==> config.mk <==
export PLATFORM = sky130hd
export DESIGN_NAME = pfs_ctrl
export DESIGN_NICKNAME = d
export VERILOG_FILES = /design/src/hdl/pfs_pkg.sv /design/src/hdl/pfs_ctrl.sv
export SDC_FILE = /design/constraint.sdc
export NUM_CORES = 1
export LEC_CHECK = 0
export BUFFER_PORTS_ARGS = -buffer_cell sky130_fd_sc_hd__buf_2
export CAP_MARGIN = 0
export CELL_PAD_IN_SITES_DETAIL_PLACEMENT = 1
export CELL_PAD_IN_SITES_GLOBAL_PLACEMENT = 2
export CORE_AREA = 2 2 62 64
export DETAILED_ROUTE_END_ITERATION = 8
export DIE_AREA = 0 0 64 66
export PLACE_DENSITY_LB_ADDON = 0.1
export SETUP_SLACK_MARGIN = 0.5
export SLEW_MARGIN = 5
export SYNTH_ARGS = -nofsm -noshare
export SYNTH_HDL_FRONTEND = slang
export SYNTH_SLANG_ARGS = --single-unit
==> constraint.sdc <==
create_clock -name clk_i -period 2.9 [get_ports clk_i]
set_clock_uncertainty 0.15 [all_clocks]
set_input_delay 0.29 -clock clk_i [delete_from_list [all_inputs] [get_ports clk_i]]
set_output_delay 0.29 -clock clk_i [all_outputs]
set_load 0.03 [all_outputs]
==> src/hdl/pfs_pkg.sv <==
// Shared types and constants for the potential-field navigation step.
// Used by pfs_ctrl, pfs_datapath and potential_field_step; no dependencies.
package pfs_pkg;

  localparam int HugePush = 1000000;

  localparam int PosW   = 20;
  localparam int DiffW  = PosW + 1;
  localparam int DistW  = 21;
  localparam int RadW   = 16;
  localparam int GainW  = 12;
  localparam int MagW   = 29;
  localparam int QuotW  = 22;
  localparam int ForceW = 24;
  localparam int SumW   = 32;
  localparam int SqW    = 43;
  localparam int CfgIdxW  = 3;
  localparam int CfgDataW = 20;
  localparam int SqrtSteps = 22;

  localparam logic [CfgIdxW-1:0] CFG_GOAL_X        = 3'd0;
  localparam logic [CfgIdxW-1:0] CFG_GOAL_Y        = 3'd1;
  localparam logic [CfgIdxW-1:0] CFG_GOAL_RADIUS   = 3'd2;
  localparam logic [CfgIdxW-1:0] CFG_GOAL_SPREAD   = 3'd3;
  localparam logic [CfgIdxW-1:0] CFG_GOAL_GAIN     = 3'd4;
  localparam logic [CfgIdxW-1:0] CFG_OBSTACLE_GAIN = 3'd5;
  localparam logic [CfgIdxW-1:0] CFG_MAX_STEP      = 3'd6;

  localparam logic [1:0] ST_MOVED   = 2'd0;
  localparam logic [1:0] ST_REFUSED = 2'd1;
  localparam logic [1:0] ST_ARRIVED = 2'd2;

  typedef enum logic [4:0] {
    OP_NONE,
    OP_LOAD,
    OP_SETOBS,
    OP_SETGOAL,
    OP_SQ,
    OP_SQRT,
    OP_CLASS,
    OP_MUL,
    OP_DIV,
    OP_STORE,
    OP_ACC,
    OP_FX2,
    OP_FY2,
    OP_CMP,
    OP_MOVE,
    OP_ARR
  } op_e;

  typedef struct packed {
    op_e  op;
    logic axis_y;
  } cmd_t;

  typedef struct packed {
    logic skip_div;
  } stat_t;

endpackage

==> src/hdl/pfs_ctrl.sv <==
// Sequencer for the potential-field step: issues datapath commands.
// Depends on pfs_pkg.
module pfs_ctrl (
  input  logic          clk_i,
  input  logic          rst_ni,
  input  logic          in_valid_i,
  output logic          in_ready_o,
  input  logic          mode_i,
  input  logic          last_i,
  output logic          out_valid_o,
  input  logic          out_ready_i,
  output pfs_pkg::cmd_t cmd_o,
  input  pfs_pkg::stat_t stat_i
);

  localparam logic [4:0] S_IDLE  = 5'd0;
  localparam logic [4:0] S_SQ    = 5'd1;
  localparam logic [4:0] S_SQRT  = 5'd2;
  localparam logic [4:0] S_CLASS = 5'd3;
  localparam logic [4:0] S_MULX  = 5'd4;
  localparam logic [4:0] S_DIVX  = 5'd5;
  localparam logic [4:0] S_STX   = 5'd6;
  localparam logic [4:0] S_MULY  = 5'd7;
  localparam logic [4:0] S_DIVY  = 5'd8;
  localparam logic [4:0] S_STY   = 5'd9;
  localparam logic [4:0] S_ACC   = 5'd10;
  localparam logic [4:0] S_SETG  = 5'd11;
  localparam logic [4:0] S_FX2   = 5'd12;
  localparam logic [4:0] S_FY2   = 5'd13;
  localparam logic [4:0] S_CMP   = 5'd14;
  localparam logic [4:0] S_MOVE  = 5'd15;
  localparam logic [4:0] S_ARR   = 5'd16;
  localparam logic [4:0] S_OUT   = 5'd17;

  localparam logic [4:0] LastStep = 5'(pfs_pkg::SqrtSteps - 1);
  localparam logic [4:0] LastDiv  = 5'(pfs_pkg::QuotW - 1);

  logic [4:0] state_q, state_d;
  logic [4:0] cnt_q, cnt_d;
  logic       last_q, last_d;
  logic       goal_q, goal_d;

  always_ff @(posedge clk_i or negedge rst_ni) begin
    if (!rst_ni) begin
      state_q <= S_IDLE;
      cnt_q   <= '0;
      last_q  <= 1'b0;
      goal_q  <= 1'b0;
    end else begin
      state_q <= state_d;
      cnt_q   <= cnt_d;
      last_q  <= last_d;
      goal_q  <= goal_d;
    end
  end

  always_comb begin
    state_d     = state_q;
    cnt_d       = cnt_q;
    last_d      = last_q;
    goal_d      = goal_q;
    in_ready_o  = 1'b0;
    out_valid_o = 1'b0;
    cmd_o.op     = pfs_pkg::OP_NONE;
    cmd_o.axis_y = 1'b0;
    unique case (state_q)
      S_IDLE: begin
        in_ready_o = 1'b1;
        if (in_valid_i) begin
          if (!mode_i) begin
            cmd_o.op = pfs_pkg::OP_LOAD;
          end else begin
            cmd_o.op = pfs_pkg::OP_SETOBS;
            last_d   = last_i;
            goal_d   = 1'b0;
            state_d  = S_SQ;
          end
        end
      end
      S_SQ: begin
        cmd_o.op = pfs_pkg::OP_SQ;
        cnt_d    = '0;
        state_d  = S_SQRT;
      end
      S_SQRT: begin
        cmd_o.op = pfs_pkg::OP_SQRT;
        cnt_d    = cnt_q + 5'd1;
        if (cnt_q == LastStep) begin
          state_d = S_CLASS;
        end
      end
      S_CLASS: begin
        cmd_o.op = pfs_pkg::OP_CLASS;
        state_d  = S_MULX;
      end
      S_MULX: begin
        cmd_o.op = pfs_pkg::OP_MUL;
        cnt_d    = '0;
        state_d  = stat_i.skip_div ? S_ACC : S_DIVX;
      end
      S_DIVX: begin
        cmd_o.op = pfs_pkg::OP_DIV;
        cnt_d    = cnt_q + 5'd1;
        if (cnt_q == LastDiv) begin
          state_d = S_STX;
        end
      end
      S_STX: begin
        cmd_o.op = pfs_pkg::OP_STORE;
        state_d  = S_MULY;
      end
      S_MULY: begin
        cmd_o.op     = pfs_pkg::OP_MUL;
        cmd_o.axis_y = 1'b1;
        cnt_d        = '0;
        state_d      = S_DIVY;
      end
      S_DIVY: begin
        cmd_o.op = pfs_pkg::OP_DIV;
        cnt_d    = cnt_q + 5'd1;
        if (cnt_q == LastDiv) begin
          state_d = S_STY;
        end
      end
      S_STY: begin
        cmd_o.op     = pfs_pkg::OP_STORE;
        cmd_o.axis_y = 1'b1;
        state_d      = S_ACC;
      end
      S_ACC: begin
        cmd_o.op = pfs_pkg::OP_ACC;
        if (goal_q) begin
          state_d = S_FX2;
        end else if (last_q) begin
          state_d = S_SETG;
        end else begin
          state_d = S_IDLE;
        end
      end
      S_SETG: begin
        cmd_o.op = pfs_pkg::OP_SETGOAL;
        goal_d   = 1'b1;
        state_d  = S_SQ;
      end
      S_FX2: begin
        cmd_o.op = pfs_pkg::OP_FX2;
        state_d  = S_FY2;
      end
      S_FY2: begin
        cmd_o.op = pfs_pkg::OP_FY2;
        state_d  = S_CMP;
      end
      S_CMP: begin
        cmd_o.op = pfs_pkg::OP_CMP;
        state_d  = S_MOVE;
      end
      S_MOVE: begin
        cmd_o.op = pfs_pkg::OP_MOVE;
        state_d  = S_ARR;
      end
      S_ARR: begin
        cmd_o.op = pfs_pkg::OP_ARR;
        state_d  = S_OUT;
      end
      S_OUT: begin
        out_valid_o = 1'b1;
        if (out_ready_i) begin
          state_d = S_IDLE;
        end
      end
      default: begin
        state_d = S_IDLE;
      end
    endcase
  end

endmodule

==> results.txt, run 1 <==
Synth Instances -> 130
crit path time final -> 2320 ps
DP Wirelength -> 2.23 mm
Yosys top cell by area -> dfrtp_1
share of layout cells above drive strength 1 -> 20.7%
EDFF count, synth -> 0
Post-Route WL -> 2.92 mm
CTS tree -> done
Final Core Density -> 33.2%
Netlist cell types -> 45
Final Setup Violations -> 0
Pre-antenna DRT Iters -> 4
Vert. Die Dim -> 66 um
die width -> 64 um
IO Port Bufs -> 13
num ports -> 15
PnR worst setup slack -> 575 ps
DR vias -> 1007
num rows -> 22
number of global-route vias before repair -> 1009
H-tree depth -> 1
Pleak -> 0.505 nW
max cap viols -> 0
Max Freq -> 430 MHz
Syn Std Cell Area -> 0.00104 sq mm
clk root buf -> clkbuf_4
drt drc -> 0
initial antenna violation count -> 0
CTS Sinks -> 12
DP Cell Count -> 184
Worst setup EP type -> primary output
Starting Density -> 29.2%
largest cells by area after synthesis -> dfrtp_1 (29%), a21oi_1 (5.3%), nor2_1 (4.3%)
critical path, cell by cell -> buf_4, nor2b_1, o21ai_0, a21o_1, nand2_1, buf_2
Total Power -> 1.48 mW
NumNets Final -> 151
Placed Area -> 0.00114 sq mm
first-pass GRT wire length -> 5.11 mm
Pins Over Slew Limit -> 0
arrival time at the worst endpoint -> 1880 ps
Worst Max-Slew Pin Slew -> 714 ps
post-synth top area share -> 29.0%
DR WL/cell -> 15.5 um
status -> finished clean
Skew-Pair Late Insertion Delay -> 270 ps
Async SR Flop Fraction -> 100%
CTS buffer count -> 3
GR Overflow Total -> 0
Register Area -> 302 sq um
Hold Path Class -> input pin to flop
final design area excluding fillers -> 0.00118 sq mm
RSZ-0062 raised after global routing -> yes
relative slew slack -> 52.4%
CTS max path bufs -> 2
pwr dens -> 1260 mW/mm^2
commonest register cell after synthesis -> dfrtp_1
hold_ws -> 82.2 ps
Post-synth top cells -> dfrtp_1 (12), nor2_1 (12), a21oi_1 (11)
Multi-input gate area -> 673 sq um
Avg Inst Size Synth -> 7.97 sq um
n_diodes -> 0
crit start category -> flop
Fin. Hold Viols -> 0
synth warn -> 0
clk slew on worst S/H paths -> 80 ps
largest net degree at the start of global routing -> 23
Max Fanout on Critical Path -> 14
GR Util All Layers -> 15.3%
Synth Register Bits -> 12
critical path class -> flop to primary output
Starting DRT DRC Count -> 30
maximum vdd drop -> 0.424 mV
Non-Filler Instances -> 188
Post-Syn Nets -> 139
Crit path required time -> 2460 ps
Sum Neg Setup Slack -> 0 ps
post-synthesis sequential area ratio -> 29.0%
slowest cell on the critical path -> dfrtp_1
dpl ws -> 610 ps
routed vias/inst -> 5.36
core area -> 0.00355 sq mm
fillcell total -> 440
area added between synthesis and finish -> 13.6%
post-route ant nets -> 0
Crit path largest cell delay -> 620 ps
Final Cycle Share -> 80.2%
Placer Congestion -> 0.776
die footprint -> 0.00422 sq mm
cell type report:
| type | count | area share (%) |
|---|---|---|
| sequential | 12 | 25.6 |
| inverter | 4 | 1.28 |
| multi-input combinational | 103 | 57.2 |
| tap | 48 | 5.10 |
| clock buffer | 3 | 1.91 |
| timing repair buffer | 18 | 8.93 |
flip-flops by register name, indices dropped and copies added, names as in the netlist:
signal   cells
state_q      5
cnt_q        5
goal_q       1
last_q       1
layer usage:
layer	wire length (um)	part of all wire, %	global-route usage [%]
met1	1490	51	21.6
met2	1320	45	24.3
met3	105	3.6	3.58
met4	12	0.41	1.63
met5	0	0	0
cell usage in the layout, fill, tap and decap left out, types with 2 or more instances in the layout:
cell	synthesis	final
buf_2	2	13
nor2_1	12	11
a21oi_1	11	11
dfrtp_1	12	11
nand2_1	9	9
o21ai_1	8	8
nand3_1	7	7
nor3_1	5	5
nor2b_1	5	5
inv_1	4	4
buf_4	1	4
nand2b_1	3	3
o21ai_0	3	3
a21o_1	3	3
clkbuf_4	0	3
nor2_2	2	2
nand3b_1	2	2
and3_1	2	2
nand4b_1	2	2
o211ai_1	2	2
o31ai_1	2	2
o2bb2ai_1	2	2
ha_1	2	2
where the power goes:
group	switching, mW	leakage [nW]	internal (mW)
sequential	0.166	0.153	0.233
clock	0.0557	0.0138	0.0480
combinational	0.578	0.338	0.400
cell families (layout without fill, tap and decap cells):
family,Yosys count,after routing,share of synthesized area (%)
AND/OR/NAND/NOR,53,53,27.2
AO/OA/AOI/OAI,40,40,26.3
buffers and inverters,15,25,6.76
flip-flops,12,12,29.0
multiplexers,4,4,4.59
adder cells (fa/ha/maj),3,3,3.38
XOR/XNOR,2,2,2.42
other,1,1,0.362
worst max-delay path: cells and delay by family (launching register included):
kind                   cells  cell delay, ps
DFF                        1             620
AOI/OAI and AO/OA          2             290
and+or+nand+nor            2             230
buffers and inverters      2             460
worst paths after layout:
path | endpoint | slack, ps | from | cells past startpoint
max | cmd_o[2] | 580 | state_q[3] | 6
min | last_q | 80 | last_i | 2
max reg2reg | state_q[0] | 680 | state_q[3] | 6
min reg2reg | cnt_q[1] | 390 | cnt_q[1] | 1
max in group asynchronous | state_q[2] | 2090 | rst_ni | 2
min in group asynchronous | state_q[0] | 270 | rst_ni | 2
repair_timing:
action | in CTS | in global routing
hold buffers | 1 | 0
setup endpoints to repair | 0 | 6
endpoints found under the hold margin | 12 | 0
resized for setup | 0 | 3
buffers inserted | 0 | 0
Power figures use the tool's default switching activity.
==> run 2: changes to the inputs <==
- clock period: 2.9 -> 2.2 ns (I/O delays scaled with it)
==> run 2 against run 1 <==
Power up 130%. Register-to-register slack worse by 500 ps. First-iteration DRC count up 23%. Clock power up 41%. Final cell count up 22%. Critical path depth up 1. Largest power group unchanged. Highest routed layer unchanged.
==> results.txt, run 2 (synthesis gave the netlist of run 1 again) <==
Max Freq -> 487 MHz
crit start category -> flop
DP Wirelength -> 2.40 mm (+7.5%)
WL met3 -> 167 um (+59%)
DR vias -> 1216 (+21%)
die footprint -> 0.00422 sq mm (unchanged)
Pins Over Slew Limit -> 0 (unchanged)
Placed Area -> 0.00122 sq mm (+7.3%)
clk root buf -> clkbuf_4
Post-Route WL -> 4.60 mm (+57%)
first-pass GRT wire length -> 6.54 mm (+28%)
Register Area -> 307 sq um (+1.7%)
Starting DRT DRC Count -> 37 (+23%)
IO Port Bufs -> 13 (unchanged)
initial antenna violation count -> 0 (unchanged)
dpl ws -> 229 ps (-381 ps)
RSZ-0062 raised after global routing -> yes
Pleak -> 0.810 nW (+60%)
num rows -> 22 (unchanged)
num ports -> 15 (unchanged)
final design area excluding fillers -> 0.00186 sq mm (+58%)
n_diodes -> 0 (unchanged)
Starting Density -> 29.2% (unchanged)
Final Cycle Share -> 93.3%
DR WL/cell -> 20.1 um (+29%)
routed wl met2 -> 2.35 mm (+78%)
Crit path required time -> 1830 ps (-630 ps)
share of layout cells above drive strength 1 -> 58.6% (+38 points)
Sum Neg Setup Slack -> 0 ps (unchanged)
H-tree depth -> 1 (unchanged)
Fin. Hold Viols -> 0 (unchanged)
Hold Path Class -> input pin to flop
GR Overflow Total -> 0 (unchanged)
CTS buffer count -> 3 (unchanged)
Skew-Pair Late Insertion Delay -> 290 ps (+20 ps)
crit path time final -> 2050 ps
commonest non-fill, non-tap cell in the layout -> buf_4
routed vias/inst -> 5.31 (-0.87%)
CTS tree -> done
CTS Sinks -> 12 (unchanged)
die width -> 64 um (unchanged)
post-route ant nets -> 0 (unchanged)
biggest regs -> cnt_q x5, state_q x5
number of global-route vias before repair -> 1290 (+28%)
CTS max path bufs -> 2 (unchanged)
Final Setup Violations -> 0 (unchanged)
NumNets Final -> 192 (+27%)
top sig layer -> met4
status -> finished clean
GR Util All Layers -> 20.0% (+4.7 points)
clk slew on worst S/H paths -> 90 ps (about the same)
Total Power -> 3.41 mW (+130%)
Worst setup EP type -> primary output
Pre-antenna DRT Iters -> 4 (unchanged)
core area -> 0.00355 sq mm (unchanged)
max cap viols -> 0 (unchanged)
area added between synthesis and finish -> 79.6%
Vert. Die Dim -> 66 um (unchanged)
critical path class -> flop to primary output
largest net degree at the start of global routing -> 20 (-13%)
Placer Congestion -> 0.740 (-4.7%)
most frequent cells in the layout -> buf_4 (31), buf_6 (15), a21oi_1 (8), nand2_1 (7), dfrtp_1 (7)
fillcell total -> 409 (-7.0%)
PnR worst setup slack -> 147 ps (-428 ps)
Multi-input gate area -> 887 sq um (+32%)
arrival time at the worst endpoint -> 1680 ps (-200 ps)
maximum vdd drop -> 0.742 mV (+75%)
drt drc -> 0 (unchanged)
Max Fanout on Critical Path -> 7 (-7)
met1 wire length -> 1.99 mm (+34%)
pwr dens -> 1830 mW/mm^2 (+46%)
[run 2: report_power, final]
part | switching, mW | total, mW | internal (mW) | leakage, nW
combinational | 1.36 | 2.79 | 1.43 | 0.648
sequential | 0.156 | 0.471 | 0.314 | 0.148
clock | 0.0837 | 0.147 | 0.0637 | 0.0138
total | 1.60 | 3.41 | 1.81 | 0.810
[run 2: stage by stage]
step | hold WS, ps | cells | util (%)
floorplan | -226 | 130 | -
global placement | -26.1 | 188 | 34.3
detailed placement | -20.4 | 188 | 34.3
CTS | 20.9 | 212 | 45.1
global route | 25.8 | 229 | 52.4
finish | 30.2 | 229 | 52.4
[run 2: repair_timing]
item | 4_1_cts | 5_1_grt
endpoints found under the hold margin | 12 | 0
hold buffers | 1 | 0
gates cloned | 2 | 0
buffers inserted | 18 | 17
pin swaps | 11 | 13
gates resized for setup | 40 | 36
endpoints found under the setup margin | 15 | 16
[run 2: cell type report]
cell class                 count  share of cell area [%]
clock buffer                   3                    1.21
inverter                       4                   0.807
multi-input combinational    103                    47.7
sequential                    12                    16.5
tap                           48                    3.23
timing repair buffer          59                    30.6
[run 2: per-layer routing]
metal  GRT usage, %  vias to the layer above
li1               -                      572
met1           26.4                      605
met2           33.7                       31
met3           3.92                        8
met4           4.35                        0
met5              0                        -
[run 2: worst max-delay path, stage by stage (launching register included)]
cell and delay, ps:
dfrtp_2 460, buf_6 140, buf_8 130, nand2b_4 160, a21oi_2 170, a21oi_2 60
o21ai_2 130, buf_6 150
[run 2: worst paths after layout]
kind,depth (start not counted),slack [ps],end,from
setup / recovery,7,150,cmd_o[1],state_q[2]
hold / removal,2,30,last_q,last_i
setup reg to reg,7,180,state_q[1],state_q[2]
hold reg to reg,1,400,cnt_q[1],cnt_q[1]
max in group asynchronous,2,1440,state_q[4],rst_ni
min in group asynchronous,2,200,cnt_q[3],rst_ni
